--- src/rtl/vpm_pkg.sv ---
`timescale 1ns / 1ps

package vpm_pkg;

   localparam int CHANNELS     = 8;
   localparam int BISECT_STEPS = 17;

   localparam int CH_ADDR_W = (CHANNELS > 1) ? $clog2(CHANNELS) : 1;
   localparam int STEP_W    = $clog2(BISECT_STEPS);

   localparam int ENV_W    = 32;
   localparam int ALPHA_W  = 24;
   localparam int REF_W    = 15;
   localparam int SAMPLE_W = 16;
   localparam int MAG_W    = 17;
   localparam int PEAK_W   = 16;
   localparam int LEVEL_W  = 16;
   localparam int GAIN_W   = 20;
   localparam int HALF_W   = ENV_W / 2;
   localparam int PART_W   = ALPHA_W + HALF_W;
   localparam int PROD_W   = PEAK_W + GAIN_W;

   localparam logic [GAIN_W-1:0]  GAIN_LOW    = 20'd6554;
   localparam logic [GAIN_W-1:0]  GAIN_HIGH   = 20'd655360;
   localparam logic [ALPHA_W-1:0] ALPHA_RESET = 24'd16776051;
   localparam logic [REF_W-1:0]   REF_RESET   = 15'd4125;

   localparam int CSR_IDX_W  = 2;
   localparam int CSR_DATA_W = ALPHA_W;

   localparam logic [CSR_IDX_W-1:0] CSR_RELEASE_ALPHA = 2'd0;
   localparam logic [CSR_IDX_W-1:0] CSR_REF_LEVEL     = 2'd1;

   typedef enum logic [2:0] {
      ST_IDLE,
      ST_READ,
      ST_MUL,
      ST_BISECT,
      ST_OUT
   } state_type;

endpackage

--- src/rtl/vpm_ram.sv ---
`timescale 1ns / 1ps

module vpm_ram #(
   parameter int WIDTH = 32,
   parameter int DEPTH = 8,
   parameter int ADDR_W = (DEPTH > 1) ? $clog2(DEPTH) : 1
) (
   input  logic              clock,
   input  logic              wr_en,
   input  logic [ADDR_W-1:0] wr_addr,
   input  logic [WIDTH-1:0]  wr_data,
   input  logic              rd_en,
   input  logic [ADDR_W-1:0] rd_addr,
   output logic [WIDTH-1:0]  rd_data
);

   logic [WIDTH-1:0] mem_ff [DEPTH];
   logic [WIDTH-1:0] rd_data_ff;

   always_ff @(posedge clock) begin
      if (wr_en) begin
         mem_ff[wr_addr] <= wr_data;
      end
      if (rd_en) begin
         rd_data_ff <= mem_ff[rd_addr];
      end
   end

   assign rd_data = rd_data_ff;

endmodule

--- src/rtl/vu_peak_meter_gain_finder.sv ---
`timescale 1ns / 1ps

// Requests are taken only in the idle state: req_stall holds off a new request until
// the last one has left the output state. A request passes the envelope memory read
// and split multiply, then the write-back, then the BISECT_STEPS gain-search steps if
// it is a last request, then the output state, which waits while rsp_stall holds it.
// Reset: control and configuration registers return to defaults, envelopes read as
// zero through per-channel valid flags, peak cleared; no memory clearing pass.
module vu_peak_meter_gain_finder (
   input  logic                              clock,
   input  logic                              reset,
   input  logic                              req_valid,
   output logic                              req_stall,
   input  logic [2:0]                        req_channel,
   input  logic signed [15:0]                req_sample,
   input  logic                              req_last,
   output logic                              rsp_valid,
   input  logic                              rsp_stall,
   output logic [15:0]                       rsp_level,
   output logic                              rsp_gain_valid,
   output logic [19:0]                       rsp_gain,
   input  logic                              csr_valid,
   output logic                              csr_ready,
   input  logic [vpm_pkg::CSR_IDX_W-1:0]     csr_index,
   input  logic [vpm_pkg::CSR_DATA_W-1:0]    csr_wdata
);

   vpm_pkg::state_type state_ff, state_in;

   logic [vpm_pkg::ALPHA_W-1:0]   alpha_ff;
   logic [vpm_pkg::REF_W-1:0]     ref_ff;

   logic [vpm_pkg::CH_ADDR_W-1:0] addr_ff;
   logic                          in_range_ff;
   logic [vpm_pkg::MAG_W-1:0]     mag_ff;
   logic                          last_ff;

   logic [vpm_pkg::CHANNELS-1:0]  env_valid_ff, env_valid_in;
   logic [vpm_pkg::PART_W-1:0]    part_hi_ff, part_lo_ff;
   logic [vpm_pkg::LEVEL_W-1:0]   level_ff, level_in;
   logic [vpm_pkg::PEAK_W-1:0]    peak_ff, peak_in;
   logic [vpm_pkg::GAIN_W-1:0]    lo_ff, lo_in, hi_ff, hi_in;
   logic [vpm_pkg::STEP_W-1:0]    step_ff, step_in;

   logic                          rsp_valid_ff, rsp_valid_in;
   logic [vpm_pkg::LEVEL_W-1:0]   rsp_level_ff;
   logic                          rsp_gain_valid_ff;
   logic [vpm_pkg::GAIN_W-1:0]    rsp_gain_ff;

   logic                          req_accept;
   logic                          out_load;
   logic                          ram_we;
   logic [vpm_pkg::ENV_W-1:0]     ram_rdata;
   logic [vpm_pkg::ENV_W-1:0]     env_old;
   logic [vpm_pkg::PART_W+vpm_pkg::HALF_W-1:0] decay_sum;
   logic [vpm_pkg::ENV_W-1:0]     decayed, fresh, env_next;
   logic [vpm_pkg::GAIN_W:0]      bound_sum;
   logic [vpm_pkg::GAIN_W-1:0]    mid;
   logic [vpm_pkg::PROD_W-1:0]    peak_prod, target;
   logic [vpm_pkg::MAG_W-1:0]     req_mag;
   logic                          req_in_range;

   assign req_stall  = (state_ff != vpm_pkg::ST_IDLE);
   assign req_accept = req_valid && !req_stall;
   assign csr_ready  = 1'b1;

   assign req_mag = req_sample[15] ? (17'h10000 - {1'b0, req_sample})
                                   : {1'b0, req_sample};
   assign req_in_range = (int'(req_channel) < vpm_pkg::CHANNELS);

   // configuration registers
   always_ff @(posedge clock) begin
      if (reset) begin
         alpha_ff <= vpm_pkg::ALPHA_RESET;
         ref_ff   <= vpm_pkg::REF_RESET;
      end else if (csr_valid && csr_ready) begin
         unique case (csr_index)
            vpm_pkg::CSR_RELEASE_ALPHA: alpha_ff <= csr_wdata[vpm_pkg::ALPHA_W-1:0];
            vpm_pkg::CSR_REF_LEVEL:     ref_ff   <= csr_wdata[vpm_pkg::REF_W-1:0];
            default: ;
         endcase
      end
   end

   vpm_ram #(
      .WIDTH (vpm_pkg::ENV_W),
      .DEPTH (vpm_pkg::CHANNELS)
   ) u_env_ram (
      .clock   (clock),
      .wr_en   (ram_we),
      .wr_addr (addr_ff),
      .wr_data (env_next),
      .rd_en   (req_accept),
      .rd_addr (vpm_pkg::CH_ADDR_W'(req_channel)),
      .rd_data (ram_rdata)
   );

   // envelope datapath
   assign env_old   = env_valid_ff[addr_ff] ? ram_rdata : '0;
   assign decay_sum = {part_hi_ff, {vpm_pkg::HALF_W{1'b0}}}
                    + {{vpm_pkg::HALF_W{1'b0}}, part_lo_ff};
   assign decayed   = decay_sum[vpm_pkg::PART_W+vpm_pkg::HALF_W-1 -: vpm_pkg::ENV_W];
   assign fresh     = {mag_ff[vpm_pkg::HALF_W-1:0], {vpm_pkg::HALF_W{1'b0}}}
                    | {mag_ff[vpm_pkg::HALF_W], {(vpm_pkg::ENV_W-1){1'b0}}};
   assign env_next  = (decayed > fresh) ? decayed : fresh;
   assign ram_we    = (state_ff == vpm_pkg::ST_MUL) && in_range_ff;

   // bisection datapath
   assign bound_sum = {1'b0, lo_ff} + {1'b0, hi_ff};
   assign mid       = bound_sum[vpm_pkg::GAIN_W:1];
   assign peak_prod = vpm_pkg::PROD_W'(peak_ff) * vpm_pkg::PROD_W'(mid);
   assign target    = vpm_pkg::PROD_W'({ref_ff, 16'd0});

   assign out_load  = (state_ff == vpm_pkg::ST_OUT) && (!rsp_valid_ff || !rsp_stall);

   always_comb begin
      state_in     = state_ff;
      env_valid_in = env_valid_ff;
      level_in     = level_ff;
      peak_in      = peak_ff;
      lo_in        = lo_ff;
      hi_in        = hi_ff;
      step_in      = step_ff;
      rsp_valid_in = rsp_valid_ff && rsp_stall;
      unique case (state_ff)
         vpm_pkg::ST_IDLE: begin
            if (req_accept) begin
               state_in = vpm_pkg::ST_READ;
            end
         end
         vpm_pkg::ST_READ: begin
            state_in = vpm_pkg::ST_MUL;
         end
         vpm_pkg::ST_MUL: begin
            level_in = '0;
            if (in_range_ff) begin
               env_valid_in[addr_ff] = 1'b1;
               level_in = env_next[vpm_pkg::ENV_W-1 -: vpm_pkg::LEVEL_W];
               if (mag_ff > vpm_pkg::MAG_W'(peak_ff)) begin
                  peak_in = mag_ff[vpm_pkg::PEAK_W-1:0];
               end
            end
            lo_in   = vpm_pkg::GAIN_LOW;
            hi_in   = vpm_pkg::GAIN_HIGH;
            step_in = '0;
            state_in = last_ff ? vpm_pkg::ST_BISECT : vpm_pkg::ST_OUT;
         end
         vpm_pkg::ST_BISECT: begin
            if (peak_prod < target) begin
               lo_in = mid;
            end else begin
               hi_in = mid;
            end
            step_in = step_ff + 1'b1;
            if (step_ff == vpm_pkg::STEP_W'(vpm_pkg::BISECT_STEPS - 1)) begin
               state_in = vpm_pkg::ST_OUT;
            end
         end
         vpm_pkg::ST_OUT: begin
            if (out_load) begin
               rsp_valid_in = 1'b1;
               state_in     = vpm_pkg::ST_IDLE;
               if (last_ff) begin
                  env_valid_in = '0;
                  peak_in      = '0;
               end
            end
         end
         default: state_in = vpm_pkg::ST_IDLE;
      endcase
   end

   always_ff @(posedge clock) begin
      if (reset) begin
         state_ff     <= vpm_pkg::ST_IDLE;
         env_valid_ff <= '0;
         peak_ff      <= '0;
         rsp_valid_ff <= 1'b0;
      end else begin
         state_ff     <= state_in;
         env_valid_ff <= env_valid_in;
         peak_ff      <= peak_in;
         rsp_valid_ff <= rsp_valid_in;
      end
   end

   always_ff @(posedge clock) begin
      if (req_accept) begin
         addr_ff     <= vpm_pkg::CH_ADDR_W'(req_channel);
         in_range_ff <= req_in_range;
         mag_ff      <= req_mag;
         last_ff     <= req_last;
      end
      if (state_ff == vpm_pkg::ST_READ) begin
         part_hi_ff <= vpm_pkg::PART_W'(alpha_ff) * vpm_pkg::PART_W'(env_old[31:16]);
         part_lo_ff <= vpm_pkg::PART_W'(alpha_ff) * vpm_pkg::PART_W'(env_old[15:0]);
      end
      level_ff <= level_in;
      lo_ff    <= lo_in;
      hi_ff    <= hi_in;
      step_ff  <= step_in;
      if (out_load) begin
         rsp_level_ff      <= level_ff;
         rsp_gain_valid_ff <= last_ff;
         rsp_gain_ff       <= last_ff ? mid : '0;
      end
   end

   assign rsp_valid      = rsp_valid_ff;
   assign rsp_level      = rsp_level_ff;
   assign rsp_gain_valid = rsp_gain_valid_ff;
   assign rsp_gain       = rsp_gain_ff;

   a_rsp_from_out: assert property (@(posedge clock) disable iff (reset)
      $rose(rsp_valid_ff) |-> $past(state_ff == vpm_pkg::ST_OUT))
      else $error("response raised outside output state");

   a_gain_zero: assert property (@(posedge clock) disable iff (reset)
      (rsp_valid_ff && !rsp_gain_valid_ff) |-> (rsp_gain_ff == '0))
      else $error("gain nonzero without gain_valid");

   a_accept_reads: assert property (@(posedge clock) disable iff (reset)
      req_accept |=> (state_ff == vpm_pkg::ST_READ))
      else $error("accepted request did not start memory read");

   a_bounds_order: assert property (@(posedge clock) disable iff (reset)
      (state_ff == vpm_pkg::ST_BISECT) |-> (lo_ff <= hi_ff))
      else $error("bisection bounds crossed");

   a_set_cleared: assert property (@(posedge clock) disable iff (reset)
      (out_load && last_ff) |=> (env_valid_ff == '0 && peak_ff == '0))
      else $error("state not cleared after last request");

endmodule

--- config.mk ---
export PLATFORM = sky130hd
export DESIGN_NAME = vu_peak_meter_gain_finder
export DESIGN_NICKNAME = d
export VERILOG_FILES = /design/src/rtl/vpm_pkg.sv /design/src/rtl/vpm_ram.sv /design/src/rtl/vu_peak_meter_gain_finder.sv
export SDC_FILE = /design/constraint.sdc
export NUM_CORES = 2
export LEC_CHECK = 0
export BUFFER_PORTS_ARGS = -buffer_cell sky130_fd_sc_hd__buf_2
export CAP_MARGIN = 10
export CELL_PAD_IN_SITES_DETAIL_PLACEMENT = 1
export CELL_PAD_IN_SITES_GLOBAL_PLACEMENT = 1
export CORE_UTILIZATION = 55
export CTS_CLUSTER_DIAMETER = 60
export DETAILED_ROUTE_END_ITERATION = 10
export PLACE_DENSITY = 0.84
export SYNTH_ARGS = -nofsm -noshare
export SYNTH_HDL_FRONTEND = slang
export SYNTH_SLANG_ARGS = --single-unit
--- constraint.sdc ---
create_clock -name clock -period 20.7 [get_ports clock]
set_input_delay 4.14 -clock clock [delete_from_list [all_inputs] [get_ports clock]]
set_output_delay 4.14 -clock clock [all_outputs]
set_load 0.005 [all_outputs]
==> impl_metrics.json <==
{
  "grt_max_degree": 145,
  "design.core.area_sq_um": 102000,
  "status": "finished clean",
  "min_path_cells": 0,
  "rsz0062_at_grt": "no",
  "avgSynthCellArea_sq_um": 10.5,
  "drive_above_1_share_pct": 7.99,
  "yosysWarningCount": 0,
  "rows": 117,
  "grt_usage_pct": 35.5,
  "cpMostUsedCell": "fa_1",
  "crit_buf_inv": 5,
  "fmax_mhz": 78.9,
  "drt_wl_total_mm": 180,
  "crit_fanout": 20,
  "ys_types": 80,
  "max_stage_delay_ns": 0.78,
  "synth_top_family_by_area": "adder cells",
  "path_clk_slew_ns": 0.07,
  "arrival_ns": 12.95,
  "io_buffers": 89,
  "maxCapViolations": 0,
  "cts_tree": "yes",
  "ys_ff_latch": 538,
  "synth-xor-area-share_pct": 1.92,
  "drt_first_iter_violations": 2764,
  "htree_levels": 2,
  "critPathSlowestCell": "a211oi_1",
  "vias": 41000,
  "place.gp.congestion": 0.939,
  "min_to": "rsp_level[5]$_DFFE_PP_",
  "finalCritPeriodShare_pct": 61.3,
  "synthArstFlopShare_pct": 0,
  "end_kind": "flop",
  "cp_top_family": "compound AO/OA/AOI/OAI gates",
  "fin_setup_tns_ns": 0,
  "post-cts-setup-buffers": 0,
  "synth-edff-count": 471,
  "ctsHoldBuffers": 0,
  "worst_slew_pin_slew_ns": 1.39,
  "syn_to_final_growth_pct": 6.89,
  "grt-ovfl-total": 0,
  "r2r-start": "lo_ff[1]$_SDFFCE_PP1P_",
  "ant_nets": 0,
  "finalHoldViolCount": 0,
  "dieArea_sq_um": 104000,
  "die_h_microns": 323,
  "via_per_inst": 6.06,
  "ys_seq_area_share_pct": 27.3,
  "synth_area_sq_um": 56600,
  "cts_buffer_depth": 3,
  "pin_count": 91,
  "drc_errors": 0,
  "cts_buffers": 56,
  "regToRegEndpoint": "lo_ff[7]$_SDFFCE_PP1P_",
  "wire_per_inst_microns": 26.6,
  "hpwlAfterDp_mm": 131,
  "grt_pass1_vias": 47000,
  "startpoint_type": "flop",
  "worstSetupPathType": "reg2reg",
  "relSlewSlack_pct": 6.79,
  "ys.flop_type": "edfxtp_1",
  "antenna_found_initial": 4,
  "period_minus_slack_ns": 12.68,
  "layout.nets": 6684,
  "cts_root_buffer": "clkbuf_16",
  "slew_viol_final": 0,
  "synth_nets": 6711,
  "n_fill_cell": 10900,
  "cts.sinks": 538,
  "start_util_pct": 55.6,
  "grt_pass1_wl_mm": 276,
  "hp-class": "reg2reg",
  "first_pass_iters": 5,
  "cp.required_ns": 20.97,
  "cts-resized-gates": 0,
  "finClkSkew_ns": 0.0503,
  "worstSkewPairLatency_ns": 0.67,
  "reg2reg_depth": 40,
  "synthCells": 5382,
  "synthSimpleGateAreaFrac_pct": 13.7,
  "synth_fa_ha_area_share_pct": 39.6,
  "rrSetupSlack_ns": 8.02,
  "synthMuxAreaShare_pct": 3.97,
  "setup_violations": 0,
  "min_from": "level_ff[5]$_DFFE_PP_",
  "die_w_microns": 323,
  "synth_compound_area_share_pct": 4.99
}
[worst reg2reg max path, delay by kind of cell (launching register included)]
| kind | cells | cell delay (ns) |
|---|---|---|
| simple gates | 5 | 1.62 |
| xor+xnor | 1 | 0.09 |
| flops | 1 | 0.38 |
| fa+ha+maj | 9 | 4.05 |
| compound gates | 20 | 5.86 |
| buf+inv | 5 | 0.32 |
[cell usage after synthesis (10+ instances only)]
| cell type | number | share of area (%) |
|---|---|---|
| mux2_2 | 41 | 0.82 |
| and2_0 | 10 | 0.11 |
| nand2_1 | 724 | 4.8 |
| o21bai_1 | 10 | 0.13 |
| and3_1 | 279 | 3.1 |
| a211oi_1 | 18 | 0.24 |
| dfxtp_1 | 67 | 2.4 |
| o21ai_0 | 69 | 0.61 |
| nor3_1 | 34 | 0.30 |
| buf_1 | 13 | 0.086 |
| xnor2_1 | 93 | 1.4 |
| fa_1 | 861 | 30 |
| mux2i_1 | 21 | 0.37 |
| a31oi_1 | 14 | 0.15 |
| edfxtp_1 | 471 | 25 |
| a21oi_1 | 105 | 0.93 |
| clkbuf_1 | 268 | 1.8 |
| nand2b_1 | 24 | 0.27 |
| xor2_1 | 31 | 0.48 |
| ha_1 | 417 | 9.2 |
| mux4_2 | 64 | 2.5 |
| a21o_1 | 59 | 0.78 |
| a41oi_1 | 12 | 0.19 |
| o21a_1 | 29 | 0.38 |
| nand3_1 | 92 | 0.81 |
| a211o_1 | 29 | 0.45 |
| nor2_1 | 199 | 1.3 |
| nand4_1 | 26 | 0.29 |
| nor2b_1 | 45 | 0.50 |
| inv_1 | 979 | 6.5 |
| and2_1 | 155 | 1.7 |
[worst max-delay path by stage]
stage	cells after the start	slack (ns)	end	startpoint
after floorplan	41	10.37	hi_ff[0]$_SDFFCE_PP0P_	lo_ff[1]$_SDFFCE_PP1P_
after global placement	41	8.59	hi_ff[0]$_SDFFCE_PP0P_	lo_ff[1]$_SDFFCE_PP1P_
after detailed placement	40	8.14	hi_ff[1]$_SDFFCE_PP0P_	lo_ff[1]$_SDFFCE_PP1P_
after CTS	40	7.98	hi_ff[7]$_SDFFCE_PP0P_	lo_ff[1]$_SDFFCE_PP1P_
after global routing	40	7.41	lo_ff[6]$_SDFFCE_PP0P_	lo_ff[1]$_SDFFCE_PP1P_
final	40	8.02	lo_ff[7]$_SDFFCE_PP1P_	lo_ff[1]$_SDFFCE_PP1P_
[layout by cell type (no fill, tap or decap), types with 41 or more instances in the layout]
cell	n
o21ai_0	69
a21o_1	59
a21oi_1	103
mux4_2	64
inv_1	978
dfxtp_1	67
nand3_1	92
edfxtp_1	471
clkbuf_16	57
nor2_1	191
and2_1	155
buf_2	88
xnor2_1	93
and3_1	279
buf_4	108
nand2_1	724
ha_1	417
mux2_2	41
nor2b_1	45
fa_1	861
[cell type report]
type                            count  area (sq um)  share of cell area, %
Antenna cell                        4          10.0                 0.0165
Clock buffer                       68          1470                   2.42
Clock inverter                     31           402                  0.663
Inverter                          979          3670                   6.07
Multi-Input combinational cell   3582         36500                   60.3
Sequential cell                   538         15500                   25.6
Tap cell                         1368          1710                   2.83
Timing Repair Buffer              198          1280                   2.12
[kinds of logic after synthesis]
kind of cell    after synthesis
xor+xnor                    124
compound gates              414
simple gates               1629
other cells                   2
mux                         135
fa+ha+maj                  1278
buf+inv                    1262
flops                       538
[sequential cells by signal, summed over array words and instances (netlist names)]
name / count
addr_ff: 3
alpha_ff: 24
env_valid_ff: 8
hi_ff: 20
last_ff: 1
level_ff: 16
lo_ff: 20
mag_ff: 17
part_hi_ff: 40
part_lo_ff: 24
peak_ff: 16
ref_ff: 15
rsp_gain: 20
rsp_gain_valid: 1
rsp_level: 16
rsp_valid: 1
state_ff: 3
step_ff: 5
u_env_ram.mem_ff: 256
u_env_ram.rd_data: 32
[stage by stage]
step | utilization, % | hold slack (ns) | instances | area [sq um] | setup WS, ns
3_3_place_gp | 57.6 | 0.405 | 6664 | 58600 | 8.59
2_1_floorplan | - | 0.400 | 5382 | 56600 | 10.37
3_5_place_dp | 57.6 | 0.406 | 6664 | 58600 | 8.14
4_1_cts | 59.4 | 0.416 | 6763 | 60500 | 7.98
5_1_grt | 59.4 | 0.423 | 6766 | 60500 | 7.41
6_report | 59.4 | 0.402 | 6768 | 60500 | 8.02
[per-layer routing]
layer	GRT usage, %	share of wire [%]	up-vias
li1	-	-	17200
met1	40.4	36	21400
met2	62.0	50	1770
met3	5.03	6.0	698
met4	24.6	7.9	2
met5	0	0.0067	-
Power is left out: the tool's default activity adds up to more than one toggle a clock period on the data nets, which glitch-free logic cannot reach.
